**src/cldma_pkg.sv**
```systemverilog
`default_nettype none
package cldma_pkg;
  localparam int AddrBits = 20;

  localparam logic [1:0] KIND_REG_WR = 2'd0;
  localparam logic [1:0] KIND_REG_RD = 2'd1;
  localparam logic [1:0] KIND_RD_DATA = 2'd2;
  localparam logic [1:0] KIND_WR_DONE = 2'd3;

  localparam logic [1:0] OP_MEM_RD = 2'd0;
  localparam logic [1:0] OP_MEM_WR = 2'd1;
  localparam logic [1:0] OP_REG_DATA = 2'd2;
  localparam logic [1:0] OP_DONE = 2'd3;

  localparam logic [1:0] CMD_COPY = 2'd0;
  localparam logic [1:0] CMD_MIX = 2'd1;
  localparam logic [1:0] CMD_SWAP = 2'd2;
  localparam logic [1:0] CMD_FILL = 2'd3;

  localparam logic [3:0] DESC_BYTES = 4'd11;

  // classified item handed from front to back
  typedef struct packed {
    logic [1:0] kind;
    logic [1:0] reg_index;
    logic [7:0] data;
  } item_t;

  typedef struct packed {
    logic [1:0]  op;
    logic        io_space;
    logic [19:0] address;
    logic [7:0]  data;
  } result_t;

  typedef enum logic [5:0] {
    PH_IDLE    = 6'b000001,
    PH_LIST    = 6'b000010,
    PH_SRC_RD  = 6'b000100,
    PH_TGT_RD  = 6'b001000,
    PH_SWAP_WR = 6'b010000,
    PH_WR_WAIT = 6'b100000
  } phase_t;
endpackage
`default_nettype wire

```
**src/cldma_queue.sv**
```systemverilog
`default_nettype none
// two-entry item queue between front and back
module cldma_queue (
  input  wire                  clk,
  input  wire                  rst_n,
  input  wire                  in_valid,
  output logic                 in_ready,
  input  cldma_pkg::item_t     in_item,
  output logic                 out_valid,
  input  wire                  out_ready,
  output cldma_pkg::item_t     out_item
);
  cldma_pkg::item_t mem_r [2];
  logic       wp_r, rp_r;
  logic [1:0] cnt_r;
  logic       push, pop;

  assign in_ready  = (cnt_r != 2'd2);
  assign out_valid = (cnt_r != 2'd0);
  assign out_item  = mem_r[rp_r];
  assign push = in_valid && in_ready;
  assign pop  = out_valid && out_ready;

  always_ff @(posedge clk) begin
    if (push) mem_r[wp_r] <= in_item;
  end

  always_ff @(posedge clk) begin
    if (!rst_n) begin
      wp_r <= 1'b0;
      rp_r <= 1'b0;
      cnt_r <= 2'd0;
    end else begin
      if (push) wp_r <= ~wp_r;
      if (pop) rp_r <= ~rp_r;
      cnt_r <= cnt_r + {1'b0, push} - {1'b0, pop};
    end
  end
endmodule
`default_nettype wire

```
**src/cldma_back.sv**
```systemverilog
`default_nettype none
// descriptor sequencer: one queued item per cycle unless the result is held, result into output register
module cldma_back (
  input  wire                  clk,
  input  wire                  rst_n,
  input  wire                  item_valid,
  output logic                 item_ready,
  input  cldma_pkg::item_t     item,
  output logic                 res_valid,
  input  wire                  res_ready,
  output cldma_pkg::result_t   res
);
  localparam logic [19:0] PtrMask = 20'((64'd1 << cldma_pkg::AddrBits) - 64'd1);

  cldma_pkg::phase_t phase_r, phase_nxt;
  logic [7:0]  areg0_r, areg1_r, areg2_r, areg0_nxt, areg1_nxt, areg2_nxt;
  logic [19:0] lp_r, lp_nxt;
  logic [3:0]  dcnt_r, dcnt_nxt;
  logic [7:0]  cmd_r, cmd_nxt;
  logic [15:0] len_r, len_nxt;
  logic [23:0] src_r, src_nxt, tgt_r, tgt_nxt;
  logic [7:0]  held_r, held_nxt;
  logic        rv_r, rv_nxt;
  cldma_pkg::result_t res_r, res_nxt;
  logic        take;
  logic [3:0]  dcnt_inc;

  assign item_ready = !rv_r || res_ready;
  assign take = item_valid && item_ready;
  assign res_valid = rv_r;
  assign res = res_r;
  assign dcnt_inc = dcnt_r + 4'd1;

  function automatic cldma_pkg::result_t req(logic [1:0] op, logic [23:0] p, logic [7:0] d);
    cldma_pkg::result_t r;
    r.op = op;
    r.data = d;
    if (p[23]) begin
      r.io_space = 1'b1;
      r.address = {8'h0D, p[11:0]};
    end else begin
      r.io_space = 1'b0;
      r.address = p[19:0] & PtrMask;
    end
    return r;
  endfunction

  function automatic logic [23:0] step_ptr(logic [23:0] p);
    logic [19:0] lo;
    lo = p[19:0] & PtrMask;
    if (p[20]) return p;
    if (p[22]) lo = (lo - 20'd1) & PtrMask;
    else lo = (lo + 20'd1) & PtrMask;
    return {p[23:20], lo};
  endfunction

  function automatic logic [7:0] mix(logic [7:0] c, logic [7:0] s, logic [7:0] t);
    return ({8{c[4]}} & ~s & ~t) | ({8{c[5]}} & ~s & t) |
           ({8{c[6]}} & s & ~t) | ({8{c[7]}} & s & t);
  endfunction

  always_comb begin
    logic [15:0] ln;
    logic [7:0]  cm;
    logic        adv;
    phase_nxt = phase_r;
    areg0_nxt = areg0_r; areg1_nxt = areg1_r; areg2_nxt = areg2_r;
    lp_nxt = lp_r; dcnt_nxt = dcnt_r; cmd_nxt = cmd_r; len_nxt = len_r;
    src_nxt = src_r; tgt_nxt = tgt_r; held_nxt = held_r;
    rv_nxt = rv_r && !res_ready;
    res_nxt = res_r;
    ln = len_r;
    cm = cmd_r;
    adv = 1'b0;
    if (take) begin
      unique case (item.kind)
        cldma_pkg::KIND_REG_WR: begin
          if (phase_r == cldma_pkg::PH_IDLE && item.reg_index != 2'd3) begin
            case (item.reg_index)
              2'd0: areg0_nxt = item.data;
              2'd1: areg1_nxt = item.data;
              default: areg2_nxt = item.data;
            endcase
            if (item.reg_index == 2'd0) begin
              lp_nxt = {areg2_r[3:0], areg1_r, item.data} & PtrMask;
              dcnt_nxt = 4'd0;
              phase_nxt = cldma_pkg::PH_LIST;
              rv_nxt = 1'b1;
              res_nxt = '{cldma_pkg::OP_MEM_RD, 1'b0,
                          {areg2_r[3:0], areg1_r, item.data} & PtrMask, 8'd0};
            end
          end
        end
        cldma_pkg::KIND_REG_RD: begin
          if (phase_r == cldma_pkg::PH_IDLE) begin
            rv_nxt = 1'b1;
            res_nxt = '{cldma_pkg::OP_REG_DATA, 1'b0, 20'd0,
                        (item.reg_index == 2'd3) ? 8'h00 : 8'hFF};
          end
        end
        cldma_pkg::KIND_RD_DATA: begin
          if (phase_r == cldma_pkg::PH_LIST) begin
            case (dcnt_r)
              4'd0: begin cmd_nxt = item.data; cm = item.data; end
              4'd1: begin ln = {8'd0, item.data}; len_nxt = ln; end
              4'd2: begin ln = {item.data, len_r[7:0]}; len_nxt = ln; end
              4'd3: src_nxt = {16'd0, item.data};
              4'd4: src_nxt[15:8] = item.data;
              4'd5: src_nxt[23:16] = item.data;
              4'd6: tgt_nxt = {16'd0, item.data};
              4'd7: tgt_nxt[15:8] = item.data;
              4'd8: tgt_nxt[23:16] = item.data;
              default: ;
            endcase
            lp_nxt = (lp_r + 20'd1) & PtrMask;
            if (dcnt_inc < cldma_pkg::DESC_BYTES) begin
              dcnt_nxt = dcnt_inc;
              rv_nxt = 1'b1;
              res_nxt = '{cldma_pkg::OP_MEM_RD, 1'b0, lp_nxt, 8'd0};
            end else begin
              dcnt_nxt = 4'd0;
              adv = 1'b1;
            end
          end else if (phase_r == cldma_pkg::PH_SRC_RD) begin
            rv_nxt = 1'b1;
            if (cmd_r[1:0] == cldma_pkg::CMD_COPY) begin
              phase_nxt = cldma_pkg::PH_WR_WAIT;
              res_nxt = req(cldma_pkg::OP_MEM_WR, tgt_r, item.data);
            end else begin
              held_nxt = item.data;
              phase_nxt = cldma_pkg::PH_TGT_RD;
              res_nxt = req(cldma_pkg::OP_MEM_RD, tgt_r, 8'd0);
            end
          end else if (phase_r == cldma_pkg::PH_TGT_RD) begin
            rv_nxt = 1'b1;
            if (cmd_r[1:0] == cldma_pkg::CMD_MIX) begin
              phase_nxt = cldma_pkg::PH_WR_WAIT;
              res_nxt = req(cldma_pkg::OP_MEM_WR, tgt_r, mix(cmd_r, held_r, item.data));
            end else begin
              phase_nxt = cldma_pkg::PH_SWAP_WR;
              res_nxt = req(cldma_pkg::OP_MEM_WR, src_r, item.data);
            end
          end
        end
        default: begin
          if (phase_r == cldma_pkg::PH_SWAP_WR) begin
            phase_nxt = cldma_pkg::PH_WR_WAIT;
            rv_nxt = 1'b1;
            res_nxt = req(cldma_pkg::OP_MEM_WR, tgt_r, held_r);
          end else if (phase_r == cldma_pkg::PH_WR_WAIT) begin
            if (cmd_r[1:0] != cldma_pkg::CMD_FILL) src_nxt = step_ptr(src_r);
            tgt_nxt = step_ptr(tgt_r);
            adv = 1'b1;
          end
        end
      endcase
      // next element, next descriptor or list done
      if (adv) begin
        rv_nxt = 1'b1;
        if (ln == 16'd0) begin
          if (cm[2]) begin
            dcnt_nxt = 4'd0;
            phase_nxt = cldma_pkg::PH_LIST;
            res_nxt = '{cldma_pkg::OP_MEM_RD, 1'b0, lp_nxt, 8'd0};
          end else begin
            phase_nxt = cldma_pkg::PH_IDLE;
            res_nxt = '{cldma_pkg::OP_DONE, 1'b0, 20'd0, 8'd0};
          end
        end else begin
          len_nxt = ln - 16'd1;
          if (cm[1:0] == cldma_pkg::CMD_FILL) begin
            phase_nxt = cldma_pkg::PH_WR_WAIT;
            res_nxt = req(cldma_pkg::OP_MEM_WR, tgt_nxt, src_nxt[7:0]);
          end else begin
            phase_nxt = cldma_pkg::PH_SRC_RD;
            res_nxt = req(cldma_pkg::OP_MEM_RD, src_nxt, 8'd0);
          end
        end
      end
    end
  end

  always_ff @(posedge clk) begin
    if (!rst_n) begin
      phase_r <= cldma_pkg::PH_IDLE;
      areg0_r <= '0; areg1_r <= '0; areg2_r <= '0;
      lp_r <= '0; dcnt_r <= '0; cmd_r <= '0; len_r <= '0;
      src_r <= '0; tgt_r <= '0; held_r <= '0;
      rv_r <= 1'b0;
    end else begin
      phase_r <= phase_nxt;
      areg0_r <= areg0_nxt; areg1_r <= areg1_nxt; areg2_r <= areg2_nxt;
      lp_r <= lp_nxt; dcnt_r <= dcnt_nxt; cmd_r <= cmd_nxt; len_r <= len_nxt;
      src_r <= src_nxt; tgt_r <= tgt_nxt; held_r <= held_nxt;
      rv_r <= rv_nxt;
    end
  end

  always_ff @(posedge clk) begin
    res_r <= res_nxt;
  end
endmodule
`default_nettype wire

```
**src/chained_list_dma_engine_top.sv**
```systemverilog
`default_nettype none
// Chained descriptor DMA engine. Register accesses, memory read data and
// write-done answers enter as items; the engine replies with memory read or
// write requests, register read data, or a list-finished mark. Items pass
// through a two-entry queue into the descriptor sequencer, which handles one
// item per cycle while its output register is free or being taken; each item
// is registered in the queue, and its answer in the output register.
module chained_list_dma_engine_top (
  input  wire         clk,
  input  wire         rst_n,
  input  wire         in_tvalid,
  output logic        in_tready,
  input  wire  [1:0]  in_tuser,   // kind[1:0]
  input  wire  [15:0] in_tdata,   // reg_index[1:0], data_in[9:2], zero pad
  output logic        out_tvalid,
  input  wire         out_tready,
  output logic [2:0]  out_tuser,  // op[1:0], io_space[2]
  output logic [31:0] out_tdata   // address[19:0], data_out[27:20], zero pad
);
  cldma_pkg::item_t   in_item, q_item;
  cldma_pkg::result_t res;
  logic q_valid, q_ready;

  assign in_item = '{in_tuser, in_tdata[1:0], in_tdata[9:2]};

  cldma_queue u_queue (
    .clk(clk), .rst_n(rst_n),
    .in_valid(in_tvalid), .in_ready(in_tready), .in_item(in_item),
    .out_valid(q_valid), .out_ready(q_ready), .out_item(q_item)
  );

  cldma_back u_back (
    .clk(clk), .rst_n(rst_n),
    .item_valid(q_valid), .item_ready(q_ready), .item(q_item),
    .res_valid(out_tvalid), .res_ready(out_tready), .res(res)
  );

  assign out_tuser = {res.io_space, res.op};
  assign out_tdata = {4'd0, res.data, res.address};
endmodule
`default_nettype wire
```
**config.mk**
```make
export PLATFORM = sky130hd
export DESIGN_NAME = chained_list_dma_engine_top
export DESIGN_NICKNAME = d
export VERILOG_FILES = /design/src/cldma_pkg.sv /design/src/cldma_queue.sv /design/src/cldma_back.sv /design/src/chained_list_dma_engine_top.sv
export SDC_FILE = /design/constraint.sdc
export NUM_CORES = 1
export LEC_CHECK = 0
export ABC_AREA = 1
export BUFFER_PORTS_ARGS = -buffer_cell sky130_fd_sc_hd__buf_2
export CORE_ASPECT_RATIO = 2
export CORE_MARGIN = 1
export CORE_UTILIZATION = 40
export DETAILED_ROUTE_END_ITERATION = 10
export PLACE_DENSITY = 0.58
export SYNTH_ARGS = -nofsm -noshare
export SYNTH_HDL_FRONTEND = slang
export SYNTH_SLANG_ARGS = --single-unit
```
**constraint.sdc**
```tcl
create_clock -name clk -period 2.7 [get_ports clk]
set_clock_uncertainty 0.2 [all_clocks]
set_input_delay 0.27 -clock clk [delete_from_list [all_inputs] [get_ports clk]]
set_output_delay 0.27 -clock clk [all_outputs]
set_load 0.1 [all_outputs]
```
==> results.json <==
{
  "grtUsageTotal_pct": 37.1,
  "routed_wl_mm": 67.2,
  "clock_path_buffers": 2,
  "nFillCells": 3534,
  "seqCellArea_mm2": 0.00417,
  "outcome": "complete, but fails checks",
  "hold_ws_ns": 0.117,
  "critPathMostFrequentCell": "nand2_4",
  "r2r_setup_slack_ns": -0.22,
  "drv_slew": 0,
  "power_frac_seq_pct": 20.2,
  "setup_violations": 64,
  "drive_above_1_share_pct": 26.8,
  "min_path_type": "primary input to register",
  "max_clock_freq_ghz": 0.342,
  "dp_hpwl_mm": 51.3,
  "p_sw_share_pct": 54.2,
  "die_x_um": 137,
  "rows": 98,
  "firstDrtPassIters": 6,
  "multiInputGateArea_mm2": 0.00964,
  "ff2ff_path_depth": 16,
  "min_period_ns": 2.92,
  "power_switching_w": 0.0128,
  "grt_pass1_wl_mm": 101,
  "synth-edff-count": 55,
  "io_buffers": 48,
  "crit_required_ns": 2.80,
  "coreArea_mm2": 0.0358,
  "power_density_mw_per_mm2": 1200,
  "rsz0062_at_grt": "yes",
  "clock_latency_ns": 0.47,
  "syn-cell-area_mm2": 0.0146,
  "yosysMostFrequentCell": "nand2_1",
  "synthFlopType": "dfxtp_1",
  "yosysSeqAreaShare_pct": 28.5,
  "synthArstFlopShare_pct": 0,
  "crit_chain": "buf_6 > nand2_4 > nand2_4 > nor2_8 > buf_12 > nand3_4 > nand2_1 > nand2_2 > buf_4 > nor3_2 > buf_4 > nand3_4 > buf_12 > nor2_8 > nand2_4 > a31oi_4",
  "synth_area_leaders": "dfxtp_1 (17%), nand2_1 (13%), edfxtp_1 (11%)",
  "finalNetCount": 2704,
  "finalCritPeriodShare_pct": 108,
  "syn_avg_cell_area_um2": 6.41,
  "drv_cap": 0,
  "clock-root-buffer": "clkbuf_16",
  "synth_common_cells": "nand2_1 (517), inv_1 (270), a21oi_1 (219)",
  "grt.overflow.total": 0,
  "worst_slew_pin_slew_ns": 0.730,
  "holdPathEnd": "u_back.res_valid",
  "crit_slowest_cell": "dfxtp_4",
  "drt_iter0_drc": 1323,
  "worstReg2RegEnd": "u_back.res[10]",
  "cts.sinks": 180,
  "worst_slack_ns": -0.224,
  "worstSetupPathType": "register to register",
  "start_kind": "register",
  "place.gp.congestion": 1.01,
  "dieArea_mm2": 0.0372,
  "power_frac_comb_pct": 68.6,
  "hold_path_startpoint": "rst_n",
  "ctsHtreeMaxLevel": 4,
  "drc": 0,
  "antenna_found_initial": 0,
  "max_slew_margin_pct": 51.4,
  "worst_ep_arrival_time_ns": 3.02,
  "avgRoutedWirePerCell_um": 21.7,
  "hold_depth": 4,
  "grt_max_degree": 80,
  "ant_nets": 0,
  "synthToLayoutAreaGrowth_pct": 35.2,
  "n_antenna_cell": 0,
  "die_h_um": 272,
  "numCtsBuffers": 17,
  "synth_seq_cells": 180,
  "grt_pass1_vias": 17100,
  "critPathCaptureType": "register",
  "tritoncts": "built",
  "cpPeakStageDelay_ns": 0.39,
  "vdd_ir_drop_max_mv": 1.62,
  "violations": "setup timing",
  "total_power_w": 0.0236,
  "clk_pin_slew_worst_paths_ns": 0.08,
  "yosys_warnings": 0,
  "synth_largest_area_cell": "dfxtp_1",
  "post-synth-top-area-fraction_pct": 17.2,
  "start_util_pct": 40.7,
  "worstPathMaxFanout": 8,
  "leakagePower_nw": 9.10,
  "fin_util_pct": 55.0,
  "avgViaCountPerCell": 5.68,
  "synthCells": 2272,
  "hold_violations": 0,
  "pin_count": 59,
  "fin_setup_tns_ns": -5.43,
  "power.internal_w": 0.0108,
  "yosysUniqueCellTypes": 59,
  "p_clk_share_pct": 11.3,
  "vias": 17600
}
## worst max-delay path by stage
stage                     end  cells after the start
5_1_grt        u_back.res[25]                     17
3_5_place_dp   u_back.res[10]                     18
2_1_floorplan  u_back.res[29]                     19
6_report       u_back.res[10]                     16
3_3_place_gp   u_back.res[10]                     18
4_1_cts        u_back.res[12]                     16
## repair_timing
item	CTS	global route
hold buffers	13	0
resized for setup	149	86
gates cloned	2	0
endpoints found under the setup margin	90	105
setup buffers	35	7
pin swaps	46	33
endpoints found under the hold margin	25	0
## stage by stage
stage / cells / cell area (um^2) / setup slack (ns)
5_1_grt: 3099 / 19700 / -0.278
4_1_cts: 3095 / 19400 / -0.152
3_3_place_gp: 3014 / 17700 / -0.475
2_1_floorplan: 2275 / 14600 / -0.162
3_5_place_dp: 3014 / 17700 / -0.448
6_report: 3099 / 19700 / -0.224
## cell type report
| type | instances | area share, % |
|---|---|---|
| multi-input cells | 1705 | 49.0 |
| flip-flops and latches | 180 | 21.2 |
| repair buffers | 442 | 18.1 |
| inverters | 290 | 5.70 |
| well taps | 450 | 2.86 |
| clock buffers | 17 | 2.16 |
| clock inverters | 15 | 1.04 |
## layout by cell type, fill, tap and decap left out, types with 19 or more instances in the layout
cell type and n:
nor2_4 25, a21oi_1 198, nand4_1 20, dfxtp_1 118
nand3_2 20, buf_4 343, nand2_2 45, o21ai_0 189
edfxtp_1 55, nand3_1 161, inv_1 261, nand2_1 470
nor2_1 193, o211ai_1 37, a21oi_2 19, xor2_1 19
buf_2 48, ha_1 33, o22ai_1 51
## sequential cells by signal, indices dropped and copies added (netlist names), named ones only
signal	flops
u_back.areg1_r	8
u_back.areg2_r	4
u_back.cmd_r	7
u_back.dcnt_r	4
u_back.held_r	8
u_back.len_r	16
u_back.lp_r	20
u_back.phase_r	6
u_back.res	31
u_back.res_valid	1
u_back.src_r	23
u_back.tgt_r	23
u_queue.cnt_r	2
u_queue.mem_r	24
u_queue.rp_r	1
u_queue.wp_r	1
## critical path, delay by kind of cell, from the launching register on
family          cells  cell delay [ns]
simple gates       10             1.22
compound gates      1             0.20
buf+inv             5             0.73
flops               1             0.39
## logic make-up (layout without fill, tap and decap cells)
group                    after synthesis  after routing  share of synthesized area, %
AND/OR/NAND/NOR                     1018           1018                          30.8
AO/OA/AOI/OAI                        608            608                          24.0
buffers and inverters                390            764                          10.9
flip-flops                           180            180                          28.5
adder cells (fa/ha/maj)               46             46                          4.06
XOR/XNOR                              29             29                          1.74
other                                  1              4                        0.0258
## power by group through the flow
stage                     Clock (W)  Sequential (W)  Combinational [W]
after floorplan                   0         0.00613            0.00691
after global placement            0         0.00474             0.0142
after detailed placement          0         0.00475             0.0142
after CTS                   0.00270         0.00472             0.0154
after global routing        0.00279         0.00482             0.0171
final                       0.00265         0.00475             0.0162
## per-layer routing
layer	vias up	global-route usage [%]	part of all wire [%]
met5	-	0	0
met4	0	36.1	11
met3	310	7.23	5.5
met2	730	64.5	50
met1	8155	35.5	34
li1	8410	-	-
No activity file was read; power rests on OpenSTA's default activity.
